File: config.mk
export PLATFORM = sky130hd
export DESIGN_NAME = spf_ram
export DESIGN_NICKNAME = d
export VERILOG_FILES = /design/src/rtl/spf_ram.sv
export SDC_FILE = /design/constraint.sdc
export NUM_CORES = 1
export LEC_CHECK = 0
export BUFFER_PORTS_ARGS = -buffer_cell sky130_fd_sc_hd__buf_2
export CAP_MARGIN = 20
export CORE_UTILIZATION = 54
export DETAILED_ROUTE_END_ITERATION = 8
export PLACE_DENSITY = 0.8
export SKIP_LAST_GASP = 1
export SYNTH_ARGS = -nofsm -noshare
export SYNTH_HDL_FRONTEND = slang
export SYNTH_SLANG_ARGS = --single-unit
File: constraint.sdc
create_clock -name i_clk -period 2 [get_ports i_clk]
set_clock_uncertainty 0.2 [all_clocks]
set_input_delay 0.4 -clock i_clk [delete_from_list [all_inputs] [get_ports i_clk]]
set_output_delay 0.4 -clock i_clk [all_outputs]
set_load 0.03 [all_outputs]
File: src/rtl/spf_ram.sv
`timescale 1ns / 1ps
// ----------------------------------------------------------------------------
// spf_ram
// Generic single write port, single read port RAM with registered read data.
// ----------------------------------------------------------------------------
module spf_ram #(
    parameter int WIDTH = 8,
    parameter int DEPTH = 16,
    parameter int AW    = (DEPTH > 1) ? $clog2(DEPTH) : 1
) (
    input  logic             i_clk,
    input  logic             i_we,
    input  logic [AW-1:0]    i_waddr,
    input  logic [WIDTH-1:0] i_wdata,
    input  logic [AW-1:0]    i_raddr,
    output logic [WIDTH-1:0] o_rdata
);

    logic [WIDTH-1:0] r_mem [DEPTH];
    logic [WIDTH-1:0] r_rdata;

    always_ff @(posedge i_clk) begin
        if (i_we) begin
            r_mem[i_waddr] <= i_wdata;
        end
        r_rdata <= r_mem[i_raddr];
    end

    assign o_rdata = r_rdata;

endmodule

==> qor.txt <==
CP max FO = 1
Placer Congestion = 0.734
Core area = 0.00924 mm²
Max Cap Violations = 0
Sequential Area = 0.00400 mm²
Syn Nets = 247
Vias in the first global route = 2571
WS Path Type = flop to output port
Ports = 26
Maximum clock rate = 594 MHz
Post-CTS Resized = 0
Mapped cell area = 0.00515 mm²
Reg2reg start = r_mem[1][0]
Fillers = 571
Reg power frac = 48.6%
Pwr dens = 1070 mW/mm²
Initial antenna violation count = 0
# H-tree levels = 4
Area Overhead vs Synth = 19.4%
Largest net degree at the start of global routing = 33
Tightest Pin Transition = 394 ps
CTS max path bufs = 2
FFs w/ async S/R, synth = 0%
Final setup fails = 0
Cell count of the worst reg-to-reg path = 3
Post-Syn Instances = 229
Clock power share = 46.4%
Peak VDD IR = 0.720 mV
Grt ovf = 0
CTS root buffer = clkbuf_8
Via density = 5.83
Post-synth EDFFs = 128
Startpoint Class = flop
CP Capture Type = output port
Layout Nets = 305
Final ANT Viol Nets = 0
Tot GR Track Use = 22.1%
Synth cell types = 19
RSZ-0062 raised after global routing = false
R2r setup slk = 370 ps
Worst-path clk slew = 60 ps
Setup bufs post-CTS = 0
Switching power total = 1.35 mW
Sequential area share after synthesis = 77.8%
Die W = 99.6 µm
Slew Limit Fails = 0
Via count = 2503
Max incr delay on CP = 350 ps
Crit path buf inv count = 1
Crit-path cells = buf_2
Starting density of the core = 55.7%
Hold Crit Depth = 1
Top post-synthesis cells by area = edfxtp_1 (75%), mux4_2 (7.9%), mux4_1 (7.1%)
Logic pwr share = 5.1%
Fin. Hold Viols = 0
Switching share of power = 20.5%
Worst min path class = input port to flop
HPWL after DPL = 6.06 mm
CTS Sinks = 136
Hold Crit Start = i_wdata[1]
Die height = 99.6 µm
Layout cells sized above 1 = 33.0%
Post-CTS Hold Buffers = 0
DRT Pass-1 Iters = 5
Share of the synthesized area in the top cell type = 74.7%
Synth warnings = 0
Rel. slew slack = 73.7%
Synthesized area per cell = 22.5 µm²
Remaining DRCs = 0
CP Data Required Time = 1400 ps
Initial DRC count = 236
Diode count = 0
Post-synth top area cell = edfxtp_1
Worst Hold End = r_mem[5][1]
Avg WL per Cell = 23.0 µm
Leak pwr = 2.12 nW
Die area = 0.00993 mm²
Hold Slack = 54.3 ps
Arr. time, crit path = 1080 ps
IO buf count = 25
Final core occ = 66.5%
Ys flop type = edfxtp_1
Cell internal pwr = 5.25 mW
CTS Buf Count = 17
Post-Route WL = 9.85 mm
Final worst-path cycle share = 84.1%
Status = finished clean
Worst R2R End = o_rdata[0]
Multi-input logic area = 0.00106 mm²
Row cnt = 35
Top delay family on crit path = flip-flops
CTS tree = built
Worst skew pair latency = 530 ps
Slowest-stage cell, CP = dfxtp_1
Minimum clock period = 1680 ps
First-pass GRT wire length = 15.1 mm
Synth Register Bits = 136
-- how the worst max path moves through the flow --
stage / startpoint / to / slack [ps] / cells past startpoint
after global routing: o_rdata[7] / o_rdata[7] / 290 / 1
final: o_rdata[7] / o_rdata[7] / 320 / 1
after global placement: i_raddr[0] / o_rdata[0] / 20 / 5
after floorplan: i_waddr[2] / r_mem[3][0] / 130 / 2
after detailed placement: i_raddr[0] / o_rdata[0] / -8 / 5
after CTS: o_rdata[7] / o_rdata[7] / 300 / 1
-- power groups by stage --
stage	clock (mW)	sequential [mW]	combinational (mW)
floorplan	0	3.30	0.162
global placement	0	3.26	0.322
detailed placement	0	3.26	0.334
CTS	3.09	3.21	0.338
global route	3.22	3.21	0.355
finish	3.06	3.20	0.334
-- registers in the layout, indices dropped and copies added (netlist names) --
name	cells
o_rdata	8
r_mem	128
-- synthesized netlist by cell type, types with 2 or more instances --
cell type	number
mux4_1	14
nand3b_1	2
buf_2	3
buf_6	3
edfxtp_1	128
nand2_1	9
nor2_1	13
a22oi_1	16
clkdlybuf4s25_2	3
nor3_1	4
nand2b_1	2
mux4_2	18
dfxtp_1	8
-- kinds of logic after synthesis --
group | after synthesis | synth area share [%]
buf+inv | 10 | 1.68
mux | 32 | 15.0
simple gates | 35 | 3.18
compound gates | 16 | 2.33
flops | 136 | 77.8
-- per-stage QoR --
step	TNS (ps)	instance area [µm²]	instances	total power [mW]	setup WS, ps
finish	0	6140	429	6.60	317
global route	0	6140	429	6.78	294
CTS	0	6140	429	6.63	298
detailed placement	-9.08	5560	397	3.60	-7.93
global placement	0	5560	397	3.58	15.1
floorplan	0	5150	229	3.46	134
-- layout by cell type, fill, tap and decap left out, types with 4 or more instances in the layout --
master	synthesis	layout
edfxtp_1	128	128
buf_2	3	25
buf_4	1	22
mux4_2	18	18
a22oi_1	16	16
clkbuf_16	0	16
mux4_1	14	14
nor2_1	13	13
nand2_1	9	9
dfxtp_1	8	8
clkinv_2	0	4
-- area by class of cell --
cell class / count / share of cell area, %
Timing Repair Buffer: 49 / 5.38
Tap cell: 129 / 2.63
Sequential cell: 136 / 65.2
Multi-Input combinational cell: 83 / 17.3
Clock buffer: 20 / 7.09
Clock inverter: 12 / 2.46
-- metal layers --
layer / GRT usage [%] / vias to the layer above / part of all wire (%) / wire [µm]
met5: 0 / - / 0 / 0
met4: 8.71 / 0 / 1.6 / 157
met3: 6.11 / 13 / 6.9 / 678
met2: 35.3 / 115 / 50 / 4970
met1: 29.5 / 1283 / 41 / 4050
li1: - / 1092 / - / -
No activity file was read; power rests on OpenSTA's default activity.
