--- src/rtl/spf_pkg.sv ---
`timescale 1ns / 1ps
// ----------------------------------------------------------------------------
// spf_pkg
// Types and constants shared by the stride prefetcher and its line cells.
// ----------------------------------------------------------------------------
package spf_pkg;

    localparam int SPF_FIELD_W     = 48;
    localparam int SPF_CFG_W       = 7;
    localparam int SPF_IDX_W       = 10;   // holds any line index or age up to 1023
    localparam int SPF_CACHE_LINES = 64;
    localparam int SPF_TABLE_ENTS  = 64;
    localparam int SPF_ADDR_BITS   = 48;
    localparam logic [SPF_CFG_W-1:0] SPF_LINES_RESET = 7'd64;

    typedef struct packed {
        logic [SPF_FIELD_W-1:0] load_address;
        logic [SPF_FIELD_W-1:0] instr_pointer;
    } t_in_item;

    typedef struct packed {
        logic                   demand_hit;
        logic                   prefetch_hit;
        logic                   prefetch_issued;
        logic [SPF_FIELD_W-1:0] prefetch_address;
    } t_out_item;

    // Result of a search wave, accumulated from line 0 upwards.
    typedef struct packed {
        logic                 mfound;
        logic [SPF_IDX_W-1:0] midx;
        logic [SPF_IDX_W-1:0] mage;
        logic                 mpf;
        logic                 ifound;
        logic [SPF_IDX_W-1:0] iidx;
        logic [SPF_IDX_W-1:0] bage;
        logic [SPF_IDX_W-1:0] bidx;
    } t_agg;

    // Command broadcast to every line cell.
    typedef struct packed {
        logic                 clear;
        logic                 upd;
        logic                 fill;
        logic                 pf;
        logic [SPF_IDX_W-1:0] idx;
        logic [SPF_IDX_W-1:0] age;
    } t_cmd;

    typedef enum logic [3:0] {
        S_CLEAR,
        S_IDLE,
        S_WAVE1,
        S_UPD1,
        S_TABLE,
        S_STRIDE,
        S_WAVE2,
        S_UPD2,
        S_FIN
    } t_state;

endpackage

--- src/rtl/spf_mod.sv ---
`timescale 1ns / 1ps
// ----------------------------------------------------------------------------
// spf_mod
// Remainder of the instruction pointer by the table size, through a registered folded sum, quotient and remainder.
// ----------------------------------------------------------------------------
module spf_mod #(
    parameter int TABLE_ENTRIES = spf_pkg::SPF_TABLE_ENTS,
    parameter int TW = (TABLE_ENTRIES > 1) ? $clog2(TABLE_ENTRIES) : 1
) (
    input  logic                         i_clk,
    input  logic                         i_rst_n,
    input  logic                         i_start,
    input  logic [spf_pkg::SPF_FIELD_W-1:0] i_ip,
    output logic                         o_done,
    output logic [TW-1:0]                o_rem
);
    import spf_pkg::*;

    localparam int SW   = 26;
    localparam int LW   = (TABLE_ENTRIES > 1) ? $clog2(TABLE_ENTRIES) : 0;
    localparam int MULW = SW + 2;
    localparam int PW   = SW + MULW;
    localparam int QW   = SW + 13;
    localparam logic [63:0] M64   = 64'(TABLE_ENTRIES);
    localparam logic [63:0] MUL64 = ((64'd1 << (SW + LW)) + M64 - 64'd1) / M64;
    localparam logic [MULW-1:0] MUL = MULW'(MUL64);
    localparam logic [12:0] DIV = 13'(TABLE_ENTRIES);
    localparam logic [11:0] R0  = 12'(64'd1 % M64);
    localparam logic [11:0] R1  = 12'((64'd1 << 12) % M64);
    localparam logic [11:0] R2  = 12'((64'd1 << 24) % M64);
    localparam logic [11:0] R3  = 12'((64'd1 << 36) % M64);

    logic [23:0]   w_p0, w_p1, w_p2, w_p3;
    logic [SW-1:0] w_fold, w_q, w_rsub;
    logic [PW-1:0] w_prod;
    logic [QW-1:0] w_qm;
    logic [SW-1:0] r_sum, r_q;
    logic [TW-1:0] r_rem;
    logic [1:0]    r_cnt;

    // Each 12-bit slice is weighted by its place value reduced by the table size,
    // which leaves a sum small enough for an exact reciprocal multiplication.
    assign w_p0   = i_ip[11:0]  * R0;
    assign w_p1   = i_ip[23:12] * R1;
    assign w_p2   = i_ip[35:24] * R2;
    assign w_p3   = i_ip[47:36] * R3;
    assign w_fold = SW'(w_p0) + SW'(w_p1) + SW'(w_p2) + SW'(w_p3);

    assign w_prod = PW'(r_sum) * PW'(MUL);
    assign w_q    = SW'(w_prod >> (SW + LW));
    assign w_qm   = QW'(r_q) * QW'(DIV);
    assign w_rsub = r_sum - w_qm[SW-1:0];

    always_ff @(posedge i_clk) begin
        if (!i_rst_n) begin
            r_cnt <= '0;
        end else if (i_start) begin
            r_cnt <= 2'd2;
        end else if (r_cnt != 2'd0) begin
            r_cnt <= r_cnt - 1'b1;
        end
    end

    always_ff @(posedge i_clk) begin
        if (i_start) begin
            r_sum <= w_fold;
        end
        if (r_cnt == 2'd2) begin
            r_q <= w_q;
        end
        if (r_cnt == 2'd1) begin
            r_rem <= w_rsub[TW-1:0];
        end
    end

    assign o_done = (r_cnt == 2'd0) && !i_start;
    assign o_rem  = r_rem;

endmodule

--- config.mk ---
export PLATFORM = sky130hd
export DESIGN_NAME = spf_mod
export DESIGN_NICKNAME = d
export VERILOG_FILES = /design/src/rtl/spf_pkg.sv /design/src/rtl/spf_mod.sv
export SDC_FILE = /design/constraint.sdc
export NUM_CORES = 1
export LEC_CHECK = 0
export BUFFER_PORTS_ARGS = -buffer_cell sky130_fd_sc_hd__buf_4
export CAP_MARGIN = 20
export CORE_AREA = 2 2 41 43
export DETAILED_ROUTE_END_ITERATION = 12
export DIE_AREA = 0 0 43 45
export PLACE_DENSITY_LB_ADDON = 0.15
export SLEW_MARGIN = 30
export SYNTH_ARGS = -nofsm -noshare
export SYNTH_HDL_FRONTEND = slang
export SYNTH_SLANG_ARGS = --single-unit
--- constraint.sdc ---
create_clock -name i_clk -period 2.5 [get_ports i_clk]
set_input_delay 0.25 -clock i_clk [delete_from_list [all_inputs] [get_ports i_clk]]
set_output_delay 0.25 -clock i_clk [all_outputs]
set_load 0.03 [all_outputs]
==> metrics.csv <==
stage;metric;value;unit
run_status;status;finished, final reports clean;
setup_path;slowest stage delay, CP;330;ps
global_route;total global-route track usage;0.0731;
clock_network;Clk pin slew, worst setup/hold paths;80;ps
logic_synthesis;mapped cell area;434;um^2
clock_network;CTS buffer count;3;
pwr;P_sw;0.0000834;W
route;post-route ant nets;0;
setup_path;Setup CP Type;reg -> out;
layout;Area growth, synth to finish;36.6;%
floorplanning;area of the core;0.00147;mm^2
layout;n_diodes;0;
pwr;Sw Share;0.197;
clock_network;CTS-repair resized insts;0;
setup_path;Arrival @ worst endpoint;1000;ps
logic_synthesis;Post-synth ARST share;0;
logic_synthesis;Yosys warning total;0;
global_route;first-pass GRT wire length;924;um
timing;slew margin rel.;0.882;
timing;Least-Margin Pin Slew;176;ps
route;drc violations;0;
logic_synthesis;sequential area share after synthesis;0.922;
route;drt wl/cell;10.7;um
layout;Nets;91;
pwr;share of total power in the clock network;0.307;
setup_path;Cell Chain, Critical Path;nor3_1, buf_4;
setup_path;CP max FO;4;
logic_synthesis;Synth cell types;7;
timing;endpoints failing setup;0;
timing;crit path setup slack, layout;1250;ps
setup_path;startpoint types;register;
timing;Setup Total Neg Slack;0;ps
pwr;Comb pwr share;0.058;
min_path;HP Class;in -> reg;
clock_network;Clock Tree Root;clkbuf_4;
setup_path;crit path capture type;output port;
logic_synthesis;Synth Instances;20;
logic_synthesis;top post-synthesis cells by count;edfxtp_1, dfxtp_1, nor3_1;
logic_synthesis;main combinational cell family by area after synthesis;simple AND/OR/NAND/NOR gates;
floorplanning;Std-Cell Rows;14;
logic_synthesis;Synth Area in XOR/XNOR;0;
clock_network;insertion delay to the later sink of the worst-skew pair;270;ps
placement;Setup WS pre-CTS;1490;ps
logic_synthesis;Synth area leaders;edfxtp_1, dfxtp_1, nor3_1, and2b_2, nor2b_1;
placement;number of buffers added on ports;15;
layout;# fillers;147;
logic_synthesis;Synth Area in Compound Gates;0.0115;
logic_synthesis;count leader, synth;edfxtp_1;
timing;unrepaired setup endpoints after global routing;false;
setup_path;Crit path required time;2250;ps
logic_synthesis;Post-synth EDFFs;12;
timing;final hold violation count;0;
route;post-detailed-routing wire length;587;um
timing;Max Freq;801;MHz
floorplanning;initial core utilization;0.295;
logic_synthesis;Post-Synth Adder-Cell Area;0;
logic_synthesis;Synth Area in Simple Gates;0.0663;
pwr;Int Pwr;0.000340;W
pwr;sequential share of power;0.635;
setup_path;CP max stage cell;dfxtp_1;
clock_network;CTS Sinks;14;
floorplanning;num ports;58;
timing;fin crit share;0.499;
layout;layout cells sized above 1;0.487;
clock_network;Post-CTS Setup Repair Bufs;0;
floorplanning;area of the die;0.00194;mm^2
logic_synthesis;Syn Area/Cell;21.7;um^2
run;Max Cap Viol;0;
global_route;initial antenna violation count;0;
logic_synthesis;Synth area leader;edfxtp_1;
floorplanning;die extent in x;43;um
route;routed via count;227;
clock_network;Hold-fix buffers, CTS;0;
timing;Slew Viols, Final;0;
placement;routability-driven placement congestion ratio;0.562;
route;Vias/cell;4.13;
pwr;Pwr per Cell Area;714;mW/mm^2
route;DR iter-0 viols;2;
pwr;peak supply drop;0.241;mV
setup_path;critical path buffer and inverter count;1;
logic_synthesis;top cell type's share of synthesized area;0.830;
global_route;GRT Residual Overflow;0;
global_route;largest net degree at the start of global routing;10;
logic_synthesis;mux contribution to synthesized area;0;
pwr;Leak Pwr;0.231;nW
logic_synthesis;#FFs+latches synth;14;
clock_network;CTS tree;done;
timing;clock skew;4.47;ps
clock_network;H-tree depth;1;
logic_synthesis;prevailing post-synth register cell;edfxtp_1;
setup_path;Top Family by Delay on Critical Path;flip-flops;
global_route;number of global-route vias before repair;231;
floorplanning;die span in y;45;um
logic_synthesis;Synth Net Count;71;
timing;min Tclk post-route;1250;ps
route;drt first pass iters;2;
clock_network;CTS max path bufs;2;
## metal layers
layer  part of all wire  GRT usage  up-vias  wire [um]
met3               0.12     0.0320        0         68
met5                  0          0        -          0
met2               0.47      0.115       13        275
met1               0.41     0.0628      102        243
li1                   -          -      112          -
met4                  0     0.0909        0          0
## placed cells by master (no fill, tap or decap)
master	count
dfxtp_1	2
nand2_1	1
and2b_2	1
nor2b_1	1
edfxtp_1	12
clkbuf_4	3
clkbuf_1	1
nor3_1	2
a21oi_1	1
buf_4	15
## logic make-up after synthesis
logic type,Yosys count
compound gates,1
simple gates,5
flops,14
## layout make-up
cell class              count  area (um^2)  share of cell area
flip-flops and latches     14          400               0.675
repair buffers             15          113               0.190
multi-input cells           6         33.8              0.0570
well taps                  16         20.0              0.0338
clock buffers               4         26.3              0.0443
## final timing paths
check / endpoint / cells after the start / slack, ps / from
hold reg to reg: o_rem[5] / 0 / 420 / r_sum[5]
setup / recovery: o_done / 2 / 1250 / r_cnt[1]
setup reg to reg: o_rem[4] / 1 / 1590 / r_cnt[1]
hold / removal: r_sum[5] / 1 / 150 / i_ip[5]
## through the flow
step | utilization | cells | cell area [um^2] | power [W] | hold WS (ps)
floorplan | - | 20 | 434 | 0.000282 | 326
detailed placement | 0.385 | 51 | 567 | 0.000300 | 406
CTS | 0.403 | 55 | 593 | 0.000431 | 132
global route | 0.403 | 55 | 593 | 0.000441 | 131
finish | 0.403 | 55 | 593 | 0.000424 | 145
global placement | 0.385 | 51 | 567 | 0.000298 | 402
## power by group through the flow
stage	Clock (W)	Combinational (W)	Sequential, W
finish	0.000130	0.0000246	0.000269
global route	0.000144	0.0000264	0.000270
CTS	0.000137	0.0000250	0.000269
detailed placement	0	0.0000249	0.000275
global placement	0	0.0000239	0.000274
floorplan	0	0.00000549	0.000277
## flip-flops by register name, indices dropped and copies added, names as in the netlist
register and cells:
r_sum 6, o_rem 6, r_cnt 2
No activity file was read; power rests on OpenSTA's default activity.
