### config.mk
export PLATFORM = sky130hd
export DESIGN_NAME = spf_cell
export DESIGN_NICKNAME = d
export VERILOG_FILES = /design/src/rtl/spf_pkg.sv /design/src/rtl/spf_cell.sv
export SDC_FILE = /design/constraint.sdc
export NUM_CORES = 1
export LEC_CHECK = 0
export BUFFER_PORTS_ARGS = -buffer_cell sky130_fd_sc_hd__buf_4
export CAP_MARGIN = 25
export CORE_MARGIN = 5
export CORE_UTILIZATION = 47
export CTS_CLUSTER_DIAMETER = 120
export DETAILED_ROUTE_END_ITERATION = 7
export GPL_TIMING_DRIVEN = 0
export MAX_ROUTING_LAYER = met4
export PLACE_DENSITY = 0.79
export SLEW_MARGIN = 30
export SYNTH_ARGS = -nofsm -noshare
export SYNTH_HDL_FRONTEND = slang
export SYNTH_SLANG_ARGS = --single-unit
### constraint.sdc
create_clock -name i_clk -period 3.7 [get_ports i_clk]
set_clock_uncertainty 0.2 [all_clocks]
set_input_delay 0.37 -clock i_clk [delete_from_list [all_inputs] [get_ports i_clk]]
set_output_delay 0.37 -clock i_clk [all_outputs]
set_load 0.005 [all_outputs]
### src/rtl/spf_pkg.sv
`timescale 1ns / 1ps
// ----------------------------------------------------------------------------
// spf_pkg
// Types and constants shared by the stride prefetcher and its line cells.
// ----------------------------------------------------------------------------
package spf_pkg;

    localparam int SPF_FIELD_W     = 48;
    localparam int SPF_CFG_W       = 7;
    localparam int SPF_IDX_W       = 10;   // holds any line index or age up to 1023
    localparam int SPF_CACHE_LINES = 64;
    localparam int SPF_TABLE_ENTS  = 64;
    localparam int SPF_ADDR_BITS   = 48;
    localparam logic [SPF_CFG_W-1:0] SPF_LINES_RESET = 7'd64;

    typedef struct packed {
        logic [SPF_FIELD_W-1:0] load_address;
        logic [SPF_FIELD_W-1:0] instr_pointer;
    } t_in_item;

    typedef struct packed {
        logic                   demand_hit;
        logic                   prefetch_hit;
        logic                   prefetch_issued;
        logic [SPF_FIELD_W-1:0] prefetch_address;
    } t_out_item;

    // Result of a search wave, accumulated from line 0 upwards.
    typedef struct packed {
        logic                 mfound;
        logic [SPF_IDX_W-1:0] midx;
        logic [SPF_IDX_W-1:0] mage;
        logic                 mpf;
        logic                 ifound;
        logic [SPF_IDX_W-1:0] iidx;
        logic [SPF_IDX_W-1:0] bage;
        logic [SPF_IDX_W-1:0] bidx;
    } t_agg;

    // Command broadcast to every line cell.
    typedef struct packed {
        logic                 clear;
        logic                 upd;
        logic                 fill;
        logic                 pf;
        logic [SPF_IDX_W-1:0] idx;
        logic [SPF_IDX_W-1:0] age;
    } t_cmd;

    typedef enum logic [3:0] {
        S_CLEAR,
        S_IDLE,
        S_WAVE1,
        S_UPD1,
        S_TABLE,
        S_STRIDE,
        S_WAVE2,
        S_UPD2,
        S_FIN
    } t_state;

endpackage

### src/rtl/spf_cell.sv
`timescale 1ns / 1ps
// ----------------------------------------------------------------------------
// spf_cell
// One cache line: address, valid, prefetched mark and age, plus one stage
// of the search wave that runs from line 0 to the last line.
// ----------------------------------------------------------------------------
module spf_cell #(
    parameter int CACHE_LINES = spf_pkg::SPF_CACHE_LINES,
    parameter int ADDR_BITS   = spf_pkg::SPF_ADDR_BITS,
    parameter int INDEX       = 0,
    parameter int CW          = $clog2(CACHE_LINES + 1)
) (
    input  logic                 i_clk,
    input  logic                 i_rst_n,
    input  spf_pkg::t_cmd        i_cmd,
    input  logic [ADDR_BITS-1:0] i_key,
    input  logic [CW-1:0]        i_n_lines,
    input  spf_pkg::t_agg        i_agg,
    output spf_pkg::t_agg        o_agg
);
    import spf_pkg::*;

    localparam int AGW = $clog2(CACHE_LINES);
    localparam logic [AGW-1:0] AGE_MAX = AGW'(CACHE_LINES - 1);

    logic [ADDR_BITS-1:0] r_addr;
    logic                 r_valid, r_pf;
    logic [AGW-1:0]       r_age;
    t_agg                 r_agg, w_agg;
    logic                 w_active, w_match, w_self;

    assign w_active = i_n_lines > CW'(INDEX);
    assign w_match  = w_active && r_valid && (r_addr == i_key);
    assign w_self   = i_cmd.idx == SPF_IDX_W'(INDEX);

    // Fold this line into the partial result from the lower lines.
    always_comb begin
        w_agg = i_agg;
        if (!i_agg.mfound && w_match) begin
            w_agg.mfound = 1'b1;
            w_agg.midx   = SPF_IDX_W'(INDEX);
            w_agg.mage   = SPF_IDX_W'(r_age);
            w_agg.mpf    = r_pf;
        end
        if (w_active && !r_valid && !i_agg.ifound) begin
            w_agg.ifound = 1'b1;
            w_agg.iidx   = SPF_IDX_W'(INDEX);
        end
        if (w_active && (SPF_IDX_W'(r_age) > i_agg.bage)) begin
            w_agg.bage = SPF_IDX_W'(r_age);
            w_agg.bidx = SPF_IDX_W'(INDEX);
        end
    end

    always_ff @(posedge i_clk) begin
        if (!i_rst_n) begin
            r_agg <= '0;
        end else if (i_cmd.clear) begin
            r_agg <= '0;
        end else begin
            r_agg <= w_agg;
        end
    end

    always_ff @(posedge i_clk) begin
        if (!i_rst_n) begin
            r_valid <= 1'b0;
            r_pf    <= 1'b0;
            r_age   <= '0;
        end else if (i_cmd.upd) begin
            if (w_self) begin
                r_age <= '0;
                r_pf  <= i_cmd.pf;
                if (i_cmd.fill) begin
                    r_valid <= 1'b1;
                end
            end else if (w_active && r_valid && (SPF_IDX_W'(r_age) < i_cmd.age)
                         && (r_age < AGE_MAX)) begin
                r_age <= r_age + 1'b1;
            end
        end
    end

    always_ff @(posedge i_clk) begin
        if (i_cmd.upd && i_cmd.fill && w_self) begin
            r_addr <= i_key;
        end
    end

    assign o_agg = r_agg;

endmodule

==> metrics.md <==
| Metric | Value |
|---|---|
| Post-synth top area cell | `edfxtp_1` |
| Number of global-route vias before repair | `3820` |
| IO Port Bufs | `186` |
| Startpoint types | `primary input` |
| Post-synth EDFFs | `48` |
| VDD IR max | `239.3 uV` |
| Status | `completed` |
| Initial Utilization | `47.72%` |
| Final routed DRC violation total | `0` |
| I/O pin cnt | `187` |
| Post-synth top cells | `dfxtp_1, edfxtp_1, xnor2_1` |
| Worst r2r src | `r_age[3]$_SDFFE_PN0P_` |
| Logic pwr share | `12.9%` |
| Final slew viol count | `0` |
| Power Density | `343.7 nW/um^2` |
| Syn-to-layout area delta | `55.97%` |
| Hold Crit Class | `primary input to register` |
| Slew margin rel. | `49.37%` |
| Vias per cell | `4.850` |
| Share of layout cells above drive strength 1 | `35.63%` |
| Skew-Pair Late Insertion Delay | `0.36 ns` |
| Post-CTS Setup Inserts | `0` |
| Non-Filler Instances | `734` |
| Finished Core Util | `74.44%` |
| Gpl congestion | `0.8414` |
| Die boundary width | `106.4 microns` |
| Die Span Y | `106.4 microns` |
| Num rows | `35` |
| Asr flop ratio synth | `0%` |
| Fill cells | `599` |
| Final min period | `2.839 ns` |
| Fin. Hold Viols | `0` |
| Area of the multi-input gates | `1609 sq um` |
| Syn_nets | `498` |
| Wire per inst | `16.37 microns` |
| Worst path required time | `3.76 ns` |
| Synth Flop Type | `dfxtp_1` |
| Initial antenna violation count | `0` |
| Clk slew on worst S/H paths | `0.10 ns` |
| Static Leakage | `0.002947 uW` |
| Post-Place Cells | `649` |
| Reg area | `2663 sq um` |
| Synth Area per Inst | `12.41 sq um` |
| Cells on worst reg2reg path | `7` |
| Reg2reg setup slack | `1.05 ns` |
| #FFs+latches synth | `109` |
| Clk buf depth | `2` |
| RSZ-0062 raised after global routing | `false` |
| Final period utilization | `76.74%` |
| Ant. Diodes | `0` |
| Most common cell in the synthesized netlist | `dfxtp_1` |
| Overall power | `2341 uW` |
| WHS | `0.01287 ns` |
| CP max FO | `10` |
| Pin count of the biggest net entering global routing | `50` |
| Max Fclk | `352.2 MHz` |
| CORE AREA | `9153 sq um` |
| CP startpoint | `i_key[14]` |
| Synth top area share | `33.00%` |
| Warnings from Yosys | `0` |
| Seq pwr share | `54.8%` |
| Worst Tran Pin Value | `0.7594 ns` |
| CTS sink cnt | `109` |
| CTS H-tree lvls | `3` |
| Total track usage | `22.08%` |
| Sequential share of the synthesized area | `60.96%` |
| First-pass detailed-route iteration total | `4` |
| WS Path Type | `primary input to register` |
| Root buf cell | `clkbuf_8` |
| Critical path destination | `o_agg[49]$_SDFF_PP0_` |
| Arrival time worst endpoint | `2.90 ns` |
| Post_cts resized | `0` |
| Routed Antenna Nets | `0` |
| CTS buffer count | `9` |
| Clock network power share | `32.4%` |
| Power Internal | `1820 uW` |
| Routed wire length | `12020 microns` |
| Switching share of total power | `22.27%` |
| Largest cells by area after synthesis | `edfxtp_1, dfxtp_1, xnor2_1, and2_1, ha_1` |
| NetSw | `521.4 uW` |
| Reg-to-Reg End | `r_age[5]$_SDFFE_PN0P_` |
| Worst setup EP type | `register` |
| Die ar. | `11320 sq um` |
| First-pass GRT wire length | `19110 microns` |
| CTS tree | `built` |
| Post-Syn Area | `4368 sq um` |
| Setup violators final | `0` |
| Nets | `764` |
| Vias | `3560` |
| Iteration-0 DRC Markers | `132` |
| Sum Neg Setup Slack | `0 ns` |
| Max_cap viols | `0` |
| Gate count after technology mapping | `352` |
| Netlist cell types | `42` |
| DP Wirelength | `8192 microns` |
| Total gr overflow | `0` |
==> sequential cells by signal, summed over array words and instances (netlist names) <==
register,count
r_pf,1
r_valid,1
r_age,6
o_agg,53
r_addr,48
==> cell type report <==
class	instances	share of cell area (%)
Buffer	8	0.7714
Timing Repair Buffer	255	30.63
Tap cell	111	2.039
Multi-Input combinational cell	222	23.62
Clock inverter	6	1.120
Inverter	13	0.7163
Sequential cell	109	39.08
Clock buffer	10	2.020
==> critical path, stage by stage <==
cell and delay [ns]:
dlygate4sd3_1 0.54, buf_4 0.15, xnor2_1 0.24, nand4_1 0.16, nor4_1 0.55, and4_1 0.32
buf_6 0.18, nor2_8 0.05, buf_6 0.16, and2_1 0.16
==> stage by stage <==
stage	instance area, sq um	worst slack [ns]
6_report	6813	0.8605
3_3_place_gp	5903	0.07163
5_1_grt	6813	0.7591
4_1_cts	6773	0.9794
2_1_floorplan	4368	0.7908
3_5_place_dp	5908	1.072
==> logic make-up after synthesis <==
| family | Yosys count | share of synthesized area, % |
|---|---|---|
| fa+ha+maj | 12 | 3.437 |
| simple gates | 123 | 16.18 |
| mux | 15 | 3.437 |
| buf+inv | 21 | 2.320 |
| flops | 109 | 60.96 |
| xor+xnor | 48 | 9.625 |
| compound gates | 24 | 4.039 |
==> layout by cell type, fill, tap and decap left out, types with 2 or more instances in the layout <==
cell type      instances
clkinv_4               2
and3_1                 5
nand2_1               19
edfxtp_1              48
dfxtp_1               61
inv_6                  2
a21oi_1                7
inv_1                 12
dlygate4sd3_1         69
mux2i_1               15
buf_4                186
clkbuf_8              10
nand4_1               14
nand2b_1               2
and2_1                25
o21ai_0                6
xnor2_1               46
clkbuf_1               5
nor4_1                 7
nor2_1                24
ha_1                  12
nor2b_1                2
and3_4                 2
xor2_1                 2
buf_6                  3
nand3b_1               2
nor3_1                 3
and3_2                10
nor4b_1                2
==> routing by layer <==
metal | track usage, % | up-vias | routed length, microns
met3 | 4.189 | 19 | 643
met1 | 25.65 | 1645 | 4760
met5 | - | - | 0
met4 | 6.475 | 0 | 214
met2 | 38.91 | 128 | 6401
li1 | - | 1768 | -
==> worst min-delay path by stage <==
stage,start,end,cells past startpoint
detailed placement,r_pf$_SDFFE_PN0P_,o_agg[31]$_SDFF_PP0_,2
CTS,i_agg[27],o_agg[27]$_SDFF_PP0_,2
global route,i_agg[22],o_agg[22]$_SDFF_PP0_,2
finish,i_agg[27],o_agg[27]$_SDFF_PP0_,2
floorplan,r_pf$_SDFFE_PN0P_,o_agg[31]$_SDFF_PP0_,2
global placement,r_pf$_SDFFE_PN0P_,o_agg[31]$_SDFF_PP0_,2
==> power groups by stage <==
stage	combinational, uW	clock (uW)	sequential (uW)
after floorplan	63.3	0	1310
after global placement	230	0	1310
after detailed placement	237	0	1310
final	301	758	1280
after CTS	295	777	1280
after global routing	327	839	1280
==> repair_timing <==
action,4_1_cts,5_1_grt
endpoints found under the hold margin,65,4
endpoints found under the setup margin,0,0
hold buffers,65,4
Power figures use the tool's default switching activity.
